===== config.mk =====
export PLATFORM = sky130hd
export DESIGN_NAME = dlpm_ram
export DESIGN_NICKNAME = d
export VERILOG_FILES = /design/src/hw/rtl/dlpm_ram.sv
export SDC_FILE = /design/constraint.sdc
export NUM_CORES = 1
export LEC_CHECK = 0
export BUFFER_PORTS_ARGS = -buffer_cell sky130_fd_sc_hd__buf_2
export CAP_MARGIN = 20
export CORE_UTILIZATION = 55
export CTS_BUF_LIST = sky130_fd_sc_hd__clkbuf_4 sky130_fd_sc_hd__clkbuf_8
export DETAILED_ROUTE_END_ITERATION = 6
export PLACE_DENSITY = 0.73
export SKIP_CTS_REPAIR_TIMING = 1
export SLEW_MARGIN = 40
export SYNTH_ARGS = -nofsm -noshare
export SYNTH_HDL_FRONTEND = slang
export SYNTH_SLANG_ARGS = --single-unit

===== constraint.sdc =====
create_clock -name clk -period 2.16 [get_ports clk]
set_input_delay 0.324 -clock clk [delete_from_list [all_inputs] [get_ports clk]]
set_output_delay 0.324 -clock clk [all_outputs]
set_load 0.03 [all_outputs]

===== src/hw/rtl/dlpm_ram.sv =====
// Simple dual-port synchronous RAM, one write and one registered read port.
// Depends on nothing; used for the transition table and the accept flags.
module dlpm_ram #(
  parameter int DEPTH = 64,
  parameter int WIDTH = 1
) (
  input  logic                     clk,
  input  logic                     we,
  input  logic [$clog2(DEPTH)-1:0] waddr,
  input  logic [WIDTH-1:0]         wdata,
  input  logic                     re,
  input  logic [$clog2(DEPTH)-1:0] raddr,
  output logic [WIDTH-1:0]         rdata
);

  logic [WIDTH-1:0] mem [DEPTH];

  always_ff @(posedge clk) begin
    if (we) begin
      mem[waddr] <= wdata;
    end
  end

  always_ff @(posedge clk) begin
    if (re) begin
      rdata <= mem[raddr];
    end
  end

endmodule


==> results of run 1 <==
## power by group through the flow
stage / combinational [mW] / clock (mW) / sequential [mW]
global placement: 0.172 / 0 / 1.43
detailed placement: 0.174 / 0 / 1.43
floorplan: 0.101 / 0 / 1.43
CTS: 0.174 / 0.990 / 1.40
global route: 0.189 / 1.05 / 1.40
finish: 0.173 / 0.966 / 1.40
## cells in the mapped netlist
master and n:
nand2_1 7, nor2_1 67, a21boi_0 1, nor3_1 2, or3_1 1, nand2b_1 2, clkbuf_1 10, and2b_1 1
a22oi_1 2, buf_6 1, a32o_1 1, edfxtp_1 65, nor2b_1 5, nand4_1 3, a41oi_1 1, a21oi_1 1
nand3_1 9, or3b_2 1, mux4_2 10, or2_0 1, nand4b_1 1, buf_2 1, nand3b_1 4, mux4_1 7
## metrics by stage
step           cell area, um2  setup WS [ns]  power [mW]  cells   util
2_1_floorplan            2920          0.161        1.53    204      -
3_3_place_gp             3100        -0.0134        1.60    283  0.607
3_5_place_dp             3100        -0.0210        1.60    283  0.607
4_1_cts                  3290          0.131        2.56    299  0.643
5_1_grt                  3290          0.102        2.64    299  0.643
6_report                 3290          0.156        2.54    299  0.643
## flip-flops by register name, summed over array words and instances, names as in the netlist
register,cells
rdata,1
mem,64
## final timing paths
kind / cells after the start / slack (ns) / endpoint / start
hold / removal: 1 / 0.19 / rdata / re
setup reg to reg: 4 / 0.16 / rdata / mem[16]
hold reg to reg: 4 / 0.95 / rdata / mem[39]
setup / recovery: 4 / 0.16 / rdata / mem[16]
## layer usage
layer,vias to the layer above,wire [um],track usage
met5,-,0,0
met4,0,35,0.105
met3,6,410,0.0736
met2,59,2720,0.352
met1,854,2220,0.300
li1,810,-,-
## cell type report
type / count / area [um2] / area share
clock buffer: 11 / 139 / 0.0423
clock inverter: 5 / 46.3 / 0.0141
multi-input combinational: 127 / 918 / 0.280
sequential: 65 / 1950 / 0.594
tap: 70 / 87.6 / 0.0267
timing repair buffer: 21 / 143 / 0.0434
## worst register-to-register path: cells and delay by family (launching register included)
| family | cells | cell delay (ns) |
|---|---|---|
| AO/OA/AOI/OAI | 1 | 0.20 |
| flip-flops | 1 | 0.39 |
| multiplexers | 2 | 0.97 |
| AND/OR/NAND/NOR | 1 | 0.21 |
## cell families (layout without fill, tap and decap cells)
family,Yosys count,count (layout),share of synthesized area
muxes,17,17,0.140
AOI/OAI and AO/OA,6,6,0.0158
and+or+nand+nor,104,104,0.158
buffers and inverters,12,37,0.0184
DFF,65,65,0.668
==> impl_metrics.json, run 1 <==
{
  "switching_share": 0.207,
  "finalCritPeriodShare": 0.928,
  "drc": 0,
  "p_per_area_nw_per_um2": 773,
  "seq_area_frac_synth": 0.668,
  "htree_levels": 3,
  "gp_congestion": 0.764,
  "synth.net_count": 220,
  "pin_count": 17,
  "min_period_ns": 2.00,
  "maxCapViolCount": 0,
  "n_antenna_cell": 0,
  "grt_pass1_wl_um": 8620,
  "routed_wl_um": 5380,
  "io_buffers": 16,
  "die_x_um": 74.9,
  "die_h_um": 74.9,
  "pwr-share-clk": 0.380,
  "ys_ff_latch": 65,
  "layout_commonest_cell": "nor2_1",
  "fill_cells": 393,
  "root_buffer": "clkbuf_8",
  "die-area_um2": 5610,
  "grt_max_degree": 34,
  "pwr-share-comb": 0.068,
  "avgSynthCellArea_um2": 14.3,
  "cp.arrival_ns": 2.09,
  "numCtsBuffers": 9,
  "clk_pin_slew_ns": 0.07,
  "crit_chain": "mux4_1 -> mux4_2 -> or2_0 -> a32o_1",
  "synth_warnings": 0,
  "core_area_um2": 5110,
  "hold_violations": 0,
  "slowest_stage": "mux4_1",
  "intPower_mw": 2.01,
  "synth_top_area_frac": 0.668,
  "routedWlPerCell_um": 18.0,
  "seqPwrFrac": 0.551,
  "synthCells": 204,
  "tightest_slew_ns": 0.516,
  "final_cell_mix": "67 x nor2_1, 65 x edfxtp_1, 16 x buf_2",
  "holdWs_ns": 0.193,
  "grt_setup_unrepaired": "false",
  "yosysTopAreaCell": "edfxtp_1",
  "fmax_mhz": 499,
  "critical_path_buf_inv_count": 0,
  "avgViaCountPerCell": 5.78,
  "tritoncts": "built",
  "syn-cell-area_um2": 2920,
  "grt-ovfl-total": 0,
  "postRouteAntennaNets": 0,
  "clock_latency_ns": 0.33,
  "p_leak_nw": 1.04,
  "critPathKind": "reg2reg",
  "grt_pass1_vias": 1650,
  "clk_path_buf_depth": 2,
  "drt_iter0_drc": 159,
  "first_pass_iters": 4,
  "relSlewSlack": 0.655,
  "vias": 1729,
  "cp.required_ns": 2.25,
  "p_sw_mw": 0.526,
  "critPathCaptureType": "flop",
  "skew_ns": 0.00811,
  "antenna_found_initial": 0,
  "finalSetupViolCount": 0,
  "cpPeakStageDelay_ns": 0.50,
  "vdd_ir_drop_max_v": 0.000423,
  "status": "completed",
  "synth_cell_types": 24,
  "grt_use_total": 0.229,
  "areaGrowthSynthToFinish_pct": 12.4,
  "cp_max_fo": 1,
  "critPathLaunchType": "flop",
  "crit_family": "multiplexers",
  "clock_sinks": 65,
  "start_util": 0.573,
  "fin_nets": 240,
  "finalMaxSlewViolations": 0,
  "min_path_type": "in2reg",
  "post-dp-hpwl_um": 3530,
  "row_count": 26,
  "synth_area_leaders": "edfxtp_1 67%, nor2_1 8.6%, mux4_2 7.7%",
  "drive_above_1_share": 0.197,
  "fin_setup_tns_ns": 0
}
(Power assumes the default switching activity.)
==> run 2, diff against run 1 <==
CAP_MARGIN = not set   (was 20)
SETUP_SLACK_MARGIN = 0.2   (was not set)
==> impl_metrics.json, run 2 (synthesized netlist as in run 1, its figures left out) <==
{
  "status": "completed",
  "critPathKind": "reg2reg",
  "hold_violations": 0,
  "fmax_mhz": 493,
  "grt_pass1_vias": 1740,
  "grt_setup_unrepaired": "true",
  "gp_congestion": 0.782,
  "critPathCaptureType": "flop",
  "antenna_found_initial": 0,
  "min_period_ns": 2.03,
  "clock_latency_ns": 0.34,
  "place_ws_ns": -0.0919,
  "htree_levels": 3,
  "fill_cells": 399,
  "postRouteAntennaNets": 0,
  "die_h_um": 74.9,
  "regMostFlops": "mem",
  "setup_slack_ns": 0.131,
  "r2r-start": "mem[7]",
  "fin_util": 0.635,
  "post-dp-hpwl_um": 3830,
  "multi_input_area_um2": 907,
  "vias": 1781,
  "die-area_um2": 5610,
  "n_antenna_cell": 0,
  "r2r_slack_ns": 0.13,
  "p_leak_nw": 1.02,
  "clk_path_buf_depth": 2,
  "regArea_um2": 1950,
  "routed_wl_um": 5930,
  "routedWlPerCell_um": 19.9,
  "core_area_um2": 5110,
  "pin_count": 17,
  "clock_sinks": 65,
  "io_buffers": 16,
  "start_util": 0.573,
  "vdd_ir_drop_max_v": 0.000520,
  "fin_nets": 240,
  "largest_register_ff_count": 64,
  "die_x_um": 74.9,
  "maxCapViolCount": 0,
  "cp.required_ns": 2.26,
  "r2r_cells": 4,
  "drive_above_1_share": 0.215,
  "min_path_type": "in2reg",
  "drt_iter0_drc": 193,
  "holdWs_ns": 0.184,
  "avgViaCountPerCell": 5.98,
  "grt-ovfl-total": 0,
  "final_cell_mix": "67 x nor2_1, 65 x edfxtp_1, 16 x buf_2",
  "finalCritPeriodShare": 0.939,
  "row_count": 26,
  "p_per_area_nw_per_um2": 749,
  "relSlewSlack": 0.654,
  "timing.rr.end": "rdata",
  "cp-endpoint": "rdata",
  "clk_pin_slew_ns": 0.07,
  "cp_max_fo": 1,
  "largest_registers": "mem x64, rdata x1",
  "finalSetupViolCount": 0,
  "fin_setup_tns_ns": 0,
  "grt_use_total": 0.245,
  "numCtsBuffers": 9,
  "grt_pass1_wl_um": 9160,
  "layout_commonest_cell": "nor2_1",
  "finalMaxSlewViolations": 0,
  "tightest_slew_ns": 0.518,
  "first_pass_iters": 4,
  "tritoncts": "built",
  "skew_ns": 0.00555,
  "root_buffer": "clkbuf_8",
  "drc": 0,
  "critPathLaunchType": "flop",
  "areaGrowthSynthToFinish_pct": 11.0,
  "cp.arrival_ns": 2.12,
  "crit_path_start": "mem[7]",
  "grt_max_degree": 34
}
-- run 2: power by group --
part	leakage (nW)	total [mW]	switching [mW]	internal, mW
logic	0.349	0.178	0.107	0.0710
registers	0.586	1.40	0.00243	1.40
clock network	0.0865	0.853	0.442	0.410
total	1.02	2.43	0.552	1.88
-- run 2: layout make-up --
cell class,instances,area share
Clock inverter,5,0.00733
Clock buffer,10,0.0405
Sequential cell,65,0.602
Timing Repair Buffer,21,0.0440
Tap cell,70,0.0270
Multi-Input combinational cell,127,0.280
-- run 2: worst min path at each step --
stage               startpoint  endpoint  slack, ns  cells after the start
floorplan                wdata    mem[0]       0.42                      0
global placement            re     rdata       0.53                      1
detailed placement          re     rdata       0.54                      1
CTS                         re     rdata       0.18                      1
global route                re     rdata       0.19                      1
finish                      re     rdata       0.18                      1
-- run 2: critical path, stage by stage (launching register included) --
cell and delay (ns):
edfxtp_1 0.38, mux4_2 0.49, mux4_2 0.48, or2_0 0.22
a32o_1 0.21
-- run 2: metal layers --
metal / wire length [um] / vias to the layer above / GRT usage
met1: 2510 / 897 / 0.316
met2: 2930 / 69 / 0.390
met3: 377 / 11 / 0.0562
li1: - / 804 / -
met5: 0 / - / 0
met4: 108 / 0 / 0.130
-- run 2: metrics by stage --
step                      power [mW]  area [um2]  cells
after floorplan                 1.53        2920    204
after global placement          1.60        3100    283
after detailed placement        1.60        3100    283
after CTS                       2.44        3260    298
after global routing            2.49        3240    298
final                           2.43        3240    298
==> run 3, diff against run 2 <==
GPL_TIMING_DRIVEN = 0   (was not set)
==> impl_metrics.json, run 3 (synthesized netlist as in run 1, its figures left out) <==
{
  "status": "completed",
  "die_x_um": 74.9,
  "tightest_slew_ns": 0.541,
  "r2r-start": "mem[1]",
  "r2r_cells": 4,
  "seqPwrFrac": 0.584,
  "layout_commonest_cell": "nor2_1",
  "design_area_um2": 3220,
  "clock_latency_ns": 0.34,
  "drt_iter0_drc": 105,
  "pin_count": 17,
  "worst-path-stages": 4,
  "areaGrowthSynthToFinish_pct": 10.0,
  "row_count": 26,
  "crit_family": "multiplexers",
  "relSlewSlack": 0.639,
  "die_h_um": 74.9,
  "largest_registers": "mem x64, rdata x1",
  "critPathLaunchType": "flop",
  "first_pass_iters": 5,
  "min_period_ns": 2.02,
  "critPathCaptureType": "flop",
  "pwr-share-comb": 0.069,
  "finalCritPeriodShare": 0.934,
  "fin_total_pwr_mw": 2.40,
  "switching_share": 0.221,
  "critical_path_buf_inv_count": 0,
  "drc": 0,
  "placed_area_um2": 3060,
  "n_antenna_cell": 0,
  "p_per_area_nw_per_um2": 746,
  "slowest_stage": "mux4_1",
  "cp.required_ns": 2.25,
  "p_sw_mw": 0.531,
  "hold_violations": 0,
  "clk_pin_slew_ns": 0.07,
  "cp.arrival_ns": 2.11,
  "setup_slack_ns": 0.142,
  "intPower_mw": 1.87,
  "pwr-share-clk": 0.348,
  "gp_congestion": 0.779,
  "tritoncts": "built",
  "routedWlPerCell_um": 18.5,
  "finalSetupViolCount": 0,
  "vias": 1727,
  "fmax_mhz": 495,
  "grt-ovfl-total": 0,
  "largest_register_ff_count": 64,
  "crit_path_start": "mem[1]",
  "clk_path_buf_depth": 2,
  "grt_pass1_vias": 1582,
  "fin_nets": 240,
  "core_area_um2": 5110,
  "p_leak_nw": 0.995,
  "routed_wl_um": 5540,
  "grt_use_total": 0.227,
  "postRouteAntennaNets": 0,
  "cp-endpoint": "rdata",
  "avgViaCountPerCell": 5.78,
  "die-area_um2": 5610,
  "vdd_ir_drop_max_v": 0.000635,
  "min_path_type": "in2reg",
  "critPathKind": "reg2reg",
  "maxCapViolCount": 0,
  "cpPeakStageDelay_ns": 0.49,
  "place_ws_ns": -0.204,
  "r2r_slack_ns": 0.14,
  "root_buffer": "clkbuf_8",
  "start_util": 0.573,
  "finalMaxSlewViolations": 0,
  "timing.rr.end": "rdata",
  "final_cell_mix": "67 x nor2_1, 65 x edfxtp_1, 10 x mux4_2",
  "skew_ns": 0.00685,
  "crit_chain": "mux4_1 -> mux4_2 -> or2_0 -> a32o_1",
  "regMostFlops": "mem",
  "fin_util": 0.630,
  "post-dp-hpwl_um": 3470,
  "clock_sinks": 65,
  "io_buffers": 9,
  "drive_above_1_share": 0.153,
  "grt_setup_unrepaired": "true",
  "antenna_found_initial": 0,
  "grt_pass1_wl_um": 8520,
  "cp_max_fo": 1,
  "htree_levels": 3,
  "grt_max_degree": 65,
  "numCtsBuffers": 9
}
## run 3: cell types whose count changed in the layout (fill, tap and decap cells not counted), sizes merged
cell    previous run  this run
clkinv             5         6
clkbuf            10        20
buf               21        11
## run 3: layout make-up
| class | instances | area (um2) |
|---|---|---|
| plain buffers | 12 | 55.1 |
| clock buffers | 10 | 131 |
| clock inverters | 6 | 25.0 |
| fillers | 404 | 1890 |
| multi-input cells | 127 | 918 |
| flip-flops and latches | 65 | 1950 |
| well taps | 70 | 87.6 |
| repair buffers | 9 | 47.5 |
## run 3: routing by layer
layer / track usage / wire length [um] / vias to the layer above
met3: 0.0736 / 349 / 8
met1: 0.317 / 2450 / 860
li1: - / - / 806
met5: 0 / 0 / -
met2: 0.342 / 2660 / 53
met4: 0.0755 / 72 / 0
## run 3: worst reg2reg max path, cell delays in order, from the launching register on
cell and delay, ns:
edfxtp_1 0.38, mux4_1 0.49, mux4_2 0.49, or2_0 0.21
a32o_1 0.20
## run 3: power by group through the flow
stage	Sequential [mW]	Combinational (mW)	Clock, mW
after floorplan	1.43	0.101	0
after global placement	1.43	0.163	0
after detailed placement	1.43	0.166	0
after CTS	1.40	0.166	0.843
after global routing	1.40	0.180	0.900
final	1.40	0.165	0.835
## run 3: worst min path at each step
stage	cells after the start	start	endpoint	slack, ns
after floorplan	0	wdata	mem[0]	0.42
after global placement	1	re	rdata	0.53
after detailed placement	1	re	rdata	0.53
after CTS	1	re	rdata	0.18
after global routing	1	re	rdata	0.17
final	1	re	rdata	0.19
## run 3: metrics by stage
step	std cells	setup TNS, ns	hold WS [ns]
2_1_floorplan	204	0	0.423
3_3_place_gp	283	-0.173	0.526
3_5_place_dp	283	-0.204	0.528
4_1_cts	299	0	0.180
5_1_grt	299	0	0.171
6_report	299	0	0.187
