File: src/hw/rtl/dlpm_pkg.sv
// Shared types and constants for the DFA longest-prefix matcher.
// No dependencies; imported by every module of the block except dlpm_ram.
package dlpm_pkg;

  // Field widths fixed by the item format
  localparam int OP_W     = 2;
  localparam int STATE_W  = 6;
  localparam int SYMBOL_W = 8;
  localparam int OUT_W    = 16;
  localparam int ENTRY_W  = STATE_W + 1;   // valid bit over next state
  localparam int IN_DATA_W = 24;           // 21 field bits padded to bytes
  localparam int APB_AW   = 3;
  localparam int APB_DW   = 32;

  // Default sizes
  localparam int DEF_STATE_COUNT  = 64;
  localparam int DEF_SYMBOL_COUNT = 128;
  localparam int DEF_LENGTH_BITS  = 16;

  // Register index taken from paddr[2]
  localparam logic REG_START = 1'b0;

  typedef enum logic [OP_W-1:0] {
    OP_WR_TRANS  = 2'd0,
    OP_WR_ACCEPT = 2'd1,
    OP_MATCH     = 2'd2,
    OP_FINISH    = 2'd3
  } op_t;

  typedef enum logic [1:0] {
    ST_IDLE,
    ST_LOOK,
    ST_ACC
  } fsm_t;

  typedef struct packed {
    logic active;
    logic last;
  } sweep_stat_t;

endpackage

File: src/hw/rtl/dlpm_sweep.sv
// Post-reset clearing sweep: walks every table address once, one per cycle.
// Depends on dlpm_pkg for the status struct.
module dlpm_sweep #(
  parameter int DEPTH = 8192
) (
  input  logic                        clk,
  input  logic                        rst,
  output dlpm_pkg::sweep_stat_t       stat,
  output logic [$clog2(DEPTH)-1:0]    addr
);
  import dlpm_pkg::*;

  localparam int AW = $clog2(DEPTH);
  localparam logic [AW-1:0] LAST_ADDR = AW'(DEPTH - 1);

  logic active;

  always_ff @(posedge clk) begin
    if (rst) begin
      active <= 1'b1;
      addr   <= '0;
    end else if (active) begin
      if (addr == LAST_ADDR) begin
        active <= 1'b0;
      end else begin
        addr <= addr + 1'b1;
      end
    end
  end

  assign stat.active = active;
  assign stat.last   = active && (addr == LAST_ADDR);

endmodule

File: config.mk
export PLATFORM = sky130hd
export DESIGN_NAME = dlpm_sweep
export DESIGN_NICKNAME = d
export VERILOG_FILES = /design/src/hw/rtl/dlpm_pkg.sv /design/src/hw/rtl/dlpm_sweep.sv
export SDC_FILE = /design/constraint.sdc
export NUM_CORES = 1
export LEC_CHECK = 0
export BUFFER_PORTS_ARGS = -buffer_cell sky130_fd_sc_hd__buf_4
export CORE_UTILIZATION = 40
export CTS_CLUSTER_SIZE = 10
export DETAILED_ROUTE_END_ITERATION = 8
export SLEW_MARGIN = 20
export SYNTH_ARGS = -nofsm -noshare
export SYNTH_HDL_FRONTEND = slang
export SYNTH_SLANG_ARGS = --single-unit
File: constraint.sdc
create_clock -name clk -period 1.8 [get_ports clk]
set_clock_uncertainty 0.15 [all_clocks]
set_input_delay 0.09 -clock clk [delete_from_list [all_inputs] [get_ports clk]]
set_output_delay 0.09 -clock clk [all_outputs]
set_load 0.005 [all_outputs]
==> flow_summary.toml, run 1 <==
[power_and_ir_drop]
power.density_nw_per_um2 = 642
ir_worst_vdd_uv = 547
leakage_nw = 0.374
finalPower_w = 0.000589

[setup_path]
critPathRequiredTime_ps = 1560
crit_path_frequent_cell = "buf_4"
cp_data_arrival_time_ps = 1450
cp_num_buf_inv = 2
critPathSlowestCell = "dfxtp_1"
crit_type = "register to output pin"
slowest_delay_ps = 370
cp_cell_sequence = "nand4_1 > buf_4 > nor4_2 > buf_4"
critical-path-top-delay-family = "simple AND/OR/NAND/NOR gates"
cp_max_fo = 5
end_kind = "output pin"
crit_path_start_kind = "register"

[worst_hold_path]
hold_path.class = "register to register"

[timing]
fin_crit_sh_pct = 93.9
tightest_slew_ps = 372
worst_slack_ps = 109
final.setup.tns_ps = 0
period_minus_slack_ps = 1690
hold_viol_final = 0
setup_violations = 0
slew-limit-headroom_pct = 75.0
drv_slew = 0
fmax_ghz = 0.591

[route]
vias = 654
drt_iter0_markers = 15
antenna_left = 0
post_drt_wl_per_cell_um = 13.6
via_per_inst = 5.69
drc = 0
dr.pass1.iters = 4
drt_wl_total_mm = 1.57

[cells_and_area]
final_net_count = 103
insertedDiodeCount = 0
fill_cells = 151
fin_util_pct = 59.5
drive_above_1_share_pct = 36.4
areaGrowthSynthToFinish_pct = 37.0

[yosys]
synth.distinct_cells = 27
dominantRegCellSynth = "dfxtp_1"
ys_ff_latch = 14
synth.net_count = 78
async_flop_share_pct = 0
syn_area_um2 = 669
synth_cells = 75
synth_edf_count = 0
syn_area_per_cell_um2 = 8.93
ys_seq_area_share_pct = 41.9
yosysWarnings = 0

[floorplan]
initial_core_util_pct = 43.4
dieArea_um2 = 1840
dieHeight_um = 42.9
num_rows = 14
io_pins = 17
core_area_um2 = 1540
die_w_um = 42.9

[place]
place_hpwl_mm = 1.10
port_buffers = 16
gp_congestion = 0.752
post-place-ws_ps = 100

[clock_network]
cts_root_buf = "clkbuf_4"
cts_buffer_depth = 2
clk_latency_ps = 280
cts-buffers-inserted = 3
clkTransAtPathRegs_ps = 80
htreeDepth = 1
cts_tree = "done"
post_cts.repair.setup_buffers = 0
cts.sinks = 14

[global_routing]
grt_max_degree = 15
overflow = 0
grt_usage_pct = 18.5
grt_pass1_wl_mm = 2.54
antenna_found_initial = 0
grt_pass1_vias = 543

[status]
outcome = "complete, no violations"

[run]
max-cap-violations = 0
## area by class of cell
| class | instances | area [um^2] | area share [%] |
|---|---|---|---|
| timing repair buffer | 22 | 168 | 18.3 |
| inverter | 2 | 7.51 | 0.819 |
| multi-input combinational | 57 | 403 | 43.9 |
| sequential | 14 | 283 | 30.8 |
| tap | 16 | 20.0 | 2.18 |
| clock buffer | 4 | 36.3 | 3.96 |
## synth_stat cells (2+ instances only)
cell | n | area [um^2]
nand2_1 | 5 | 18.8
o31ai_1 | 3 | 22.5
or4_1 | 3 | 22.5
nand3_1 | 3 | 15.0
dfxtp_1 | 14 | 280
and4_1 | 2 | 17.5
nor2_1 | 8 | 30.0
nor4_1 | 2 | 12.5
and3_1 | 2 | 12.5
nand4_1 | 3 | 18.8
a41oi_1 | 2 | 17.5
nor3_1 | 4 | 20.0
and4_2 | 2 | 20.0
xnor2_1 | 3 | 26.3
a21oi_1 | 6 | 30.0
inv_1 | 2 | 7.51
## placed cells by master (no fill, tap or decap), types with 2 or more instances in the layout
master / Yosys / routed
a21oi_1: 6 / 6
a41oi_1: 2 / 2
and3_1: 2 / 2
and4_1: 2 / 2
and4_2: 2 / 2
buf_4: 1 / 21
clkbuf_4: 0 / 3
dfxtp_1: 14 / 12
dfxtp_2: 0 / 2
nand2_1: 5 / 4
nand2_2: 1 / 2
nand3_1: 3 / 3
nand4_1: 3 / 3
nor2_1: 8 / 8
nor3_1: 4 / 4
o31ai_1: 3 / 3
or4_1: 3 / 3
xnor2_1: 3 / 3
## power breakdown
group / internal [W] / switching, W
Sequential: 0.000315 / 0.00000718
Combinational: 0.0000203 / 0.0000203
Clock: 0.000123 / 0.000103
Total: 0.000459 / 0.000130
## sequential cells by signal, indices dropped and copies added (netlist names)
signal,cells
addr,13
active,1
## layer usage
layer	wire length, um	share of wire [%]	track usage, %	vias up
met5	0	0	0	-
met4	10	0.64	5.63	0
met3	61	3.9	6.38	2
met2	720	46	28.8	12
met1	775	49	24.0	302
li1	-	-	-	338
## timing repair
action                                 CTS  global route
hold buffers                             1             0
endpoints found under the hold margin   13             0
setup endpoints to repair                1             6
gates resized for setup                  2             6
## path summary, 6_finish.rpt
| kind | slack (ps) | to | cells past startpoint | start |
|---|---|---|---|---|
| worst max-delay path | 110 | stat[0] | 4 | addr[5] |
| worst min-delay path | 330 | addr[4] | 1 | addr[4] |
| worst max register to register | 110 | addr[11] | 5 | addr[8] |
| worst min register to register | 330 | addr[4] | 1 | addr[4] |
## cells by family (layout without fill, tap and decap cells)
group	count (synthesis)	count (layout)	synth area share (%)
AO/OA/AOI/OAI	16	16	18.3
XOR/XNOR	4	4	5.23
adder cells (fa/ha/maj)	1	1	1.87
buffers and inverters	4	28	2.80
flip-flops	14	14	41.9
AND/OR/NAND/NOR	36	36	29.9
## metrics by stage
stage,instance area (um^2),cells,hold WS (ps)
final,917,115,328
after global routing,917,115,350
after floorplan,669,75,18.4
after CTS,891,115,352
after detailed placement,836,110,226
after global placement,836,110,225
## worst register-to-register path, delay by kind of cell, from the launching register on
kind,cells,cell delay (ps)
simple gates,3,810
flops,1,370
buf+inv,1,160
compound gates,1,150
No activity file was read; power rests on OpenSTA's default activity.
==> inputs of run 2 (changes only) <==
--- a/config.mk
+++ b/config.mk
@@ -6,9 +6,13 @@
 export NUM_CORES = 1
 export LEC_CHECK = 0
 export BUFFER_PORTS_ARGS = -buffer_cell sky130_fd_sc_hd__buf_4
-export CORE_UTILIZATION = 40
+export CELL_PAD_IN_SITES_DETAIL_PLACEMENT = 1
+export CELL_PAD_IN_SITES_GLOBAL_PLACEMENT = 1
+export CORE_UTILIZATION = 36
 export CTS_CLUSTER_SIZE = 10
 export DETAILED_ROUTE_END_ITERATION = 8
+export MAX_ROUTING_LAYER = met4
+export PLACE_DENSITY_LB_ADDON = 0.1
 export SLEW_MARGIN = 20
 export SYNTH_ARGS = -nofsm -noshare
 export SYNTH_HDL_FRONTEND = slang
==> flow_summary.toml, run 2 (same netlist as run 1, synthesis figures left out) <==
[global_routing]
grt_pass1_wl_mm = 2.72
overflow = 0
grt_pass1_vias = 617
grt_max_degree = 15
grt_usage_pct = 19.8
antenna_found_initial = 0

[route]
dr.pass1.iters = 2
vias = 671
drc = 0
drt_wl_total_mm = 1.74
via_per_inst = 5.37
post_drt_wl_per_cell_um = 13.9
antenna_left = 0
drt_iter0_markers = 5

[place]
port_buffers = 16
place_hpwl_mm = 1.22
gp_congestion = 0.762
dpl.cell_count = 120

[cells_and_area]
final_common_cell = "buf_4"
largest_reg_flops = 13
fill_cells = 217
insertedDiodeCount = 0
regMostFlops = "addr"
multi_input_area_um2 = 403
fin_util_pct = 53.9
layout.cells.non_filler = 125
layout_common_cells = "buf_4 (23), dfxtp_1 (11), nor2_1 (8)"
seq_area_um2 = 284
drive_above_1_share_pct = 38.0
areaGrowthSynthToFinish_pct = 39.1
reg.largest.list = "addr x13, active x1"
final_net_count = 105

[timing]
hold_slack_ps = 366
drv_slew = 0
tightest_slew_ps = 349
hold_viol_final = 0
fmax_ghz = 0.592
fin_crit_sh_pct = 93.9
period_minus_slack_ps = 1690
slew-limit-headroom_pct = 76.7
setup_violations = 0

[floorplan]
initial_core_util_pct = 38.8
core_area_um2 = 1730
dieHeight_um = 45.1
die_w_um = 45.1
num_rows = 15
dieArea_um2 = 2040
io_pins = 17

[setup_path]
r2r_cells = 5
cp_data_arrival_time_ps = 1760
crit_path_start_kind = "register"
critPathRequiredTime_ps = 1870
r2r-start = "addr[6]"
end_kind = "register"
slowest_delay_ps = 460
cp_cell_sequence = "nand4_1 > nor3_1 > buf_4 > or4_1 > a21oi_1"
reg2reg_setup_slack_ps = 110
r2r-end = "addr[11]"
crit_type = "register to register"
cp_max_fo = 7
critPathSlowestCell = "or4_1"

[power_and_ir_drop]
ir_worst_vdd_uv = 344
power.density_nw_per_um2 = 587
leakage_nw = 0.377
finalPower_w = 0.000546

[clock_network]
htreeDepth = 1
cts.sinks = 14
clkTransAtPathRegs_ps = 90
cts_tree = "done"
cts_buffer_depth = 2
cts-buffers-inserted = 3
clk_latency_ps = 280
cts_root_buf = "clkbuf_4"

[worst_hold_path]
worstHoldStart = "addr[7]"
hold_path.class = "register to register"
holdPathEnd = "addr[7]"
whs_path_depth = 2

[status]
outcome = "complete, no violations"

[run]
max-cap-violations = 0
==> run 2: cell types whose count changed in the layout (fill, tap and decap cells not counted) <==
cell / delta
clkbuf_8: -1
dfxtp_1: -1
dfxtp_2: +1
buf_4: +2
==> run 2: routing by layer <==
metal / up-vias / global-route usage [%] / share of wire, %
met4: 0 / 12.7 / 2.4
met2: 14 / 29.3 / 47
met1: 315 / 24.6 / 48
met3: 5 / 3.60 / 3.0
met5: - / - / 0
li1: 337 / - / -
==> run 2: how the worst max path moves through the flow <==
stage | from | end | slack (ps) | cells after the start
floorplan | addr[2] | addr[0] | 200 | 4
global placement | addr[0] | addr[8] | 120 | 5
detailed placement | addr[0] | addr[8] | 40 | 5
CTS | addr[0] | stat[0] | 30 | 4
global route | addr[6] | addr[11] | -0.5 | 5
finish | addr[6] | addr[11] | 110 | 5
==> run 2: layout make-up <==
class	count	area share [%]
multi-input combinational	57	43.3
inverter	2	0.806
sequential	14	30.5
timing repair buffer	24	19.6
clock buffer	3	2.42
tap	25	3.36
==> run 2: critical path, delay by kind of cell (launching register included) <==
kind	cells	cell delay, ps
AND/OR/NAND/NOR	3	810
flip-flops	1	360
buffers and inverters	1	160
AO/OA/AOI/OAI	1	150
==> run 2: through the flow <==
step,setup slack (ps),setup TNS (ps),cell area [um^2]
3_5_place_dp,39.8,0,855
4_1_cts,27.7,0,892
6_report,110,0,931
2_1_floorplan,198,0,669
5_1_grt,-0.466,-0.466,931
3_3_place_gp,122,0,855
==> run 2: power by group <==
part | leakage, nW | total [W] | switching (W) | internal, W
combinational | 0.249 | 0.0000410 | 0.0000204 | 0.0000206
sequential | 0.115 | 0.000323 | 0.00000756 | 0.000315
clock | 0.0138 | 0.000182 | 0.000104 | 0.0000778
==> run 2: repair_timing <==
action / in CTS / in global routing
endpoints found under the hold margin: 13 / 0
buffers inserted: 0 / 1
hold buffers: 1 / 0
pin swaps: 0 / 2
setup endpoints to repair: 1 / 6
gates resized for setup: 2 / 7
==> inputs of run 3 (changes only) <==
--- a/config.mk
+++ b/config.mk
@@ -5,6 +5,7 @@
 export SDC_FILE = /design/constraint.sdc
 export NUM_CORES = 1
 export LEC_CHECK = 0
+export ABC_AREA = 0
 export BUFFER_PORTS_ARGS = -buffer_cell sky130_fd_sc_hd__buf_4
 export CELL_PAD_IN_SITES_DETAIL_PLACEMENT = 1
 export CELL_PAD_IN_SITES_GLOBAL_PLACEMENT = 1
==> constraint.sdc (replaced) <==
create_clock -name clk -period 1.8 [get_ports clk]
set_clock_uncertainty 0.15 [all_clocks]
set_input_delay 0.18 -clock clk [delete_from_list [all_inputs] [get_ports clk]]
set_output_delay 0.18 -clock clk [all_outputs]
set_load 0.005 [all_outputs]
==> flow_summary.toml, run 3 (same netlist as run 1, synthesis figures left out) <==
[clock_network]
cts_tree = "done"
cts.sinks = 14
cts_root_buf = "clkbuf_4"
cts-buffers-inserted = 3
htreeDepth = 1
clk_latency_ps = 280
clkTransAtPathRegs_ps = 90
cts_buffer_depth = 2

[floorplan]
io_pins = 17
dieArea_um2 = 2040
core_area_um2 = 1730
die_w_um = 45.1
dieHeight_um = 45.1
initial_core_util_pct = 38.8
num_rows = 15

[cells_and_area]
fin_util_pct = 53.1
largest_reg_flops = 13
regMostFlops = "addr"
final_net_count = 104
reg.largest.list = "addr x13, active x1"
insertedDiodeCount = 0
areaGrowthSynthToFinish_pct = 37.0
layout_common_cells = "buf_4 (23), nor2_1 (8), dfxtp_1 (7)"
fill_cells = 215
final_common_cell = "buf_4"
drive_above_1_share_pct = 41.4

[route]
via_per_inst = 5.41
vias = 671
drt_wl_total_mm = 1.74
post_drt_wl_per_cell_um = 14.0
drc = 0
antenna_left = 0
drt_iter0_markers = 5
routed.top_layer = "met4"
dr_wl_met2_um = 795
wl_met3_um = 53
wl_met1_um = 850
dr.pass1.iters = 2

[power_and_ir_drop]
leakage_nw = 0.346
finalPower_w = 0.000543
ir_worst_vdd_uv = 342
power.density_nw_per_um2 = 592

[timing]
setup_violations = 0
period_minus_slack_ps = 1680
drv_slew = 0
grt_setup_unrepaired = "false"
slew-limit-headroom_pct = 69.5
hold_viol_final = 0
final.setup.tns_ps = 0
tightest_slew_ps = 452
worst_slack_ps = 119
fmax_ghz = 0.595
fin_crit_sh_pct = 93.4

[place]
gp_congestion = 0.762
post-place-ws_ps = 39.8
place_hpwl_mm = 1.22
port_buffers = 16

[setup_path]
end_kind = "output pin"
critPathRequiredTime_ps = 1470
crit_type = "register to output pin"
cp_max_fo = 6
r2r_cells = 6
cp_data_arrival_time_ps = 1350
crit_path_start_kind = "register"
reg2reg_setup_slack_ps = 130

[worst_hold_path]
hold_path.class = "input port to register"
whs_path_depth = 2

[global_routing]
antenna_found_initial = 0
overflow = 0
grt_usage_pct = 19.9
grt_pass1_vias = 616
grt_pass1_wl_mm = 2.73
grt_max_degree = 15

[run]
max-cap-violations = 0

[status]
outcome = "complete, no violations"
-- run 3: metal layers --
metal | global-route usage (%) | up-vias
li1 | - | 336
met1 | 25.1 | 316
met2 | 29.0 | 14
met3 | 3.60 | 5
met4 | 12.7 | 0
met5 | - | -
-- run 3: final timing paths --
kind           start       end
max          addr[0]   stat[0]
min reg2reg  addr[4]   addr[4]
min              rst   addr[9]
max reg2reg  addr[0]  addr[11]
-- run 3: final cells by class --
| cell class | instances | area (um^2) | share of cell area, % |
|---|---|---|---|
| Inverter | 2 | 7.51 | 0.819 |
| Timing Repair Buffer | 23 | 173 | 18.8 |
| Clock buffer | 3 | 22.5 | 2.46 |
| Sequential cell | 14 | 292 | 31.8 |
| Tap cell | 25 | 31.3 | 3.41 |
| Multi-Input combinational cell | 57 | 392 | 42.7 |
-- run 3: power by group --
part / switching (W) / total [W] / internal [W]
clock network: 0.000104 / 0.000182 / 0.0000777
registers: 0.00000759 / 0.000323 / 0.000315
logic: 0.0000198 / 0.0000389 / 0.0000191
-- run 3: through the flow --
stage / hold WS (ps) / area [um^2] / instances
CTS: 13.2 / 891 / 123
global route: 12.5 / 917 / 124
detailed placement: 327 / 855 / 120
finish: 18.5 / 917 / 124
floorplan: 108 / 669 / 75
global placement: 318 / 855 / 120
-- run 3: critical path, cell delays in order (launching register included) --
cell     delay, ps
dfxtp_4        380
ha_4           160
nand2_2        110
nor4_2         270
buf_4          140
-- run 3: timing repair --
| action | CTS | global route |
|---|---|---|
| gates resized for setup | 5 | 7 |
| hold buffers | 0 | 0 |
| buffers inserted | 0 | 1 |
| pin swaps | 0 | 3 |
| hold endpoints to repair | 0 | 0 |
| endpoints found under the setup margin | 1 | 6 |
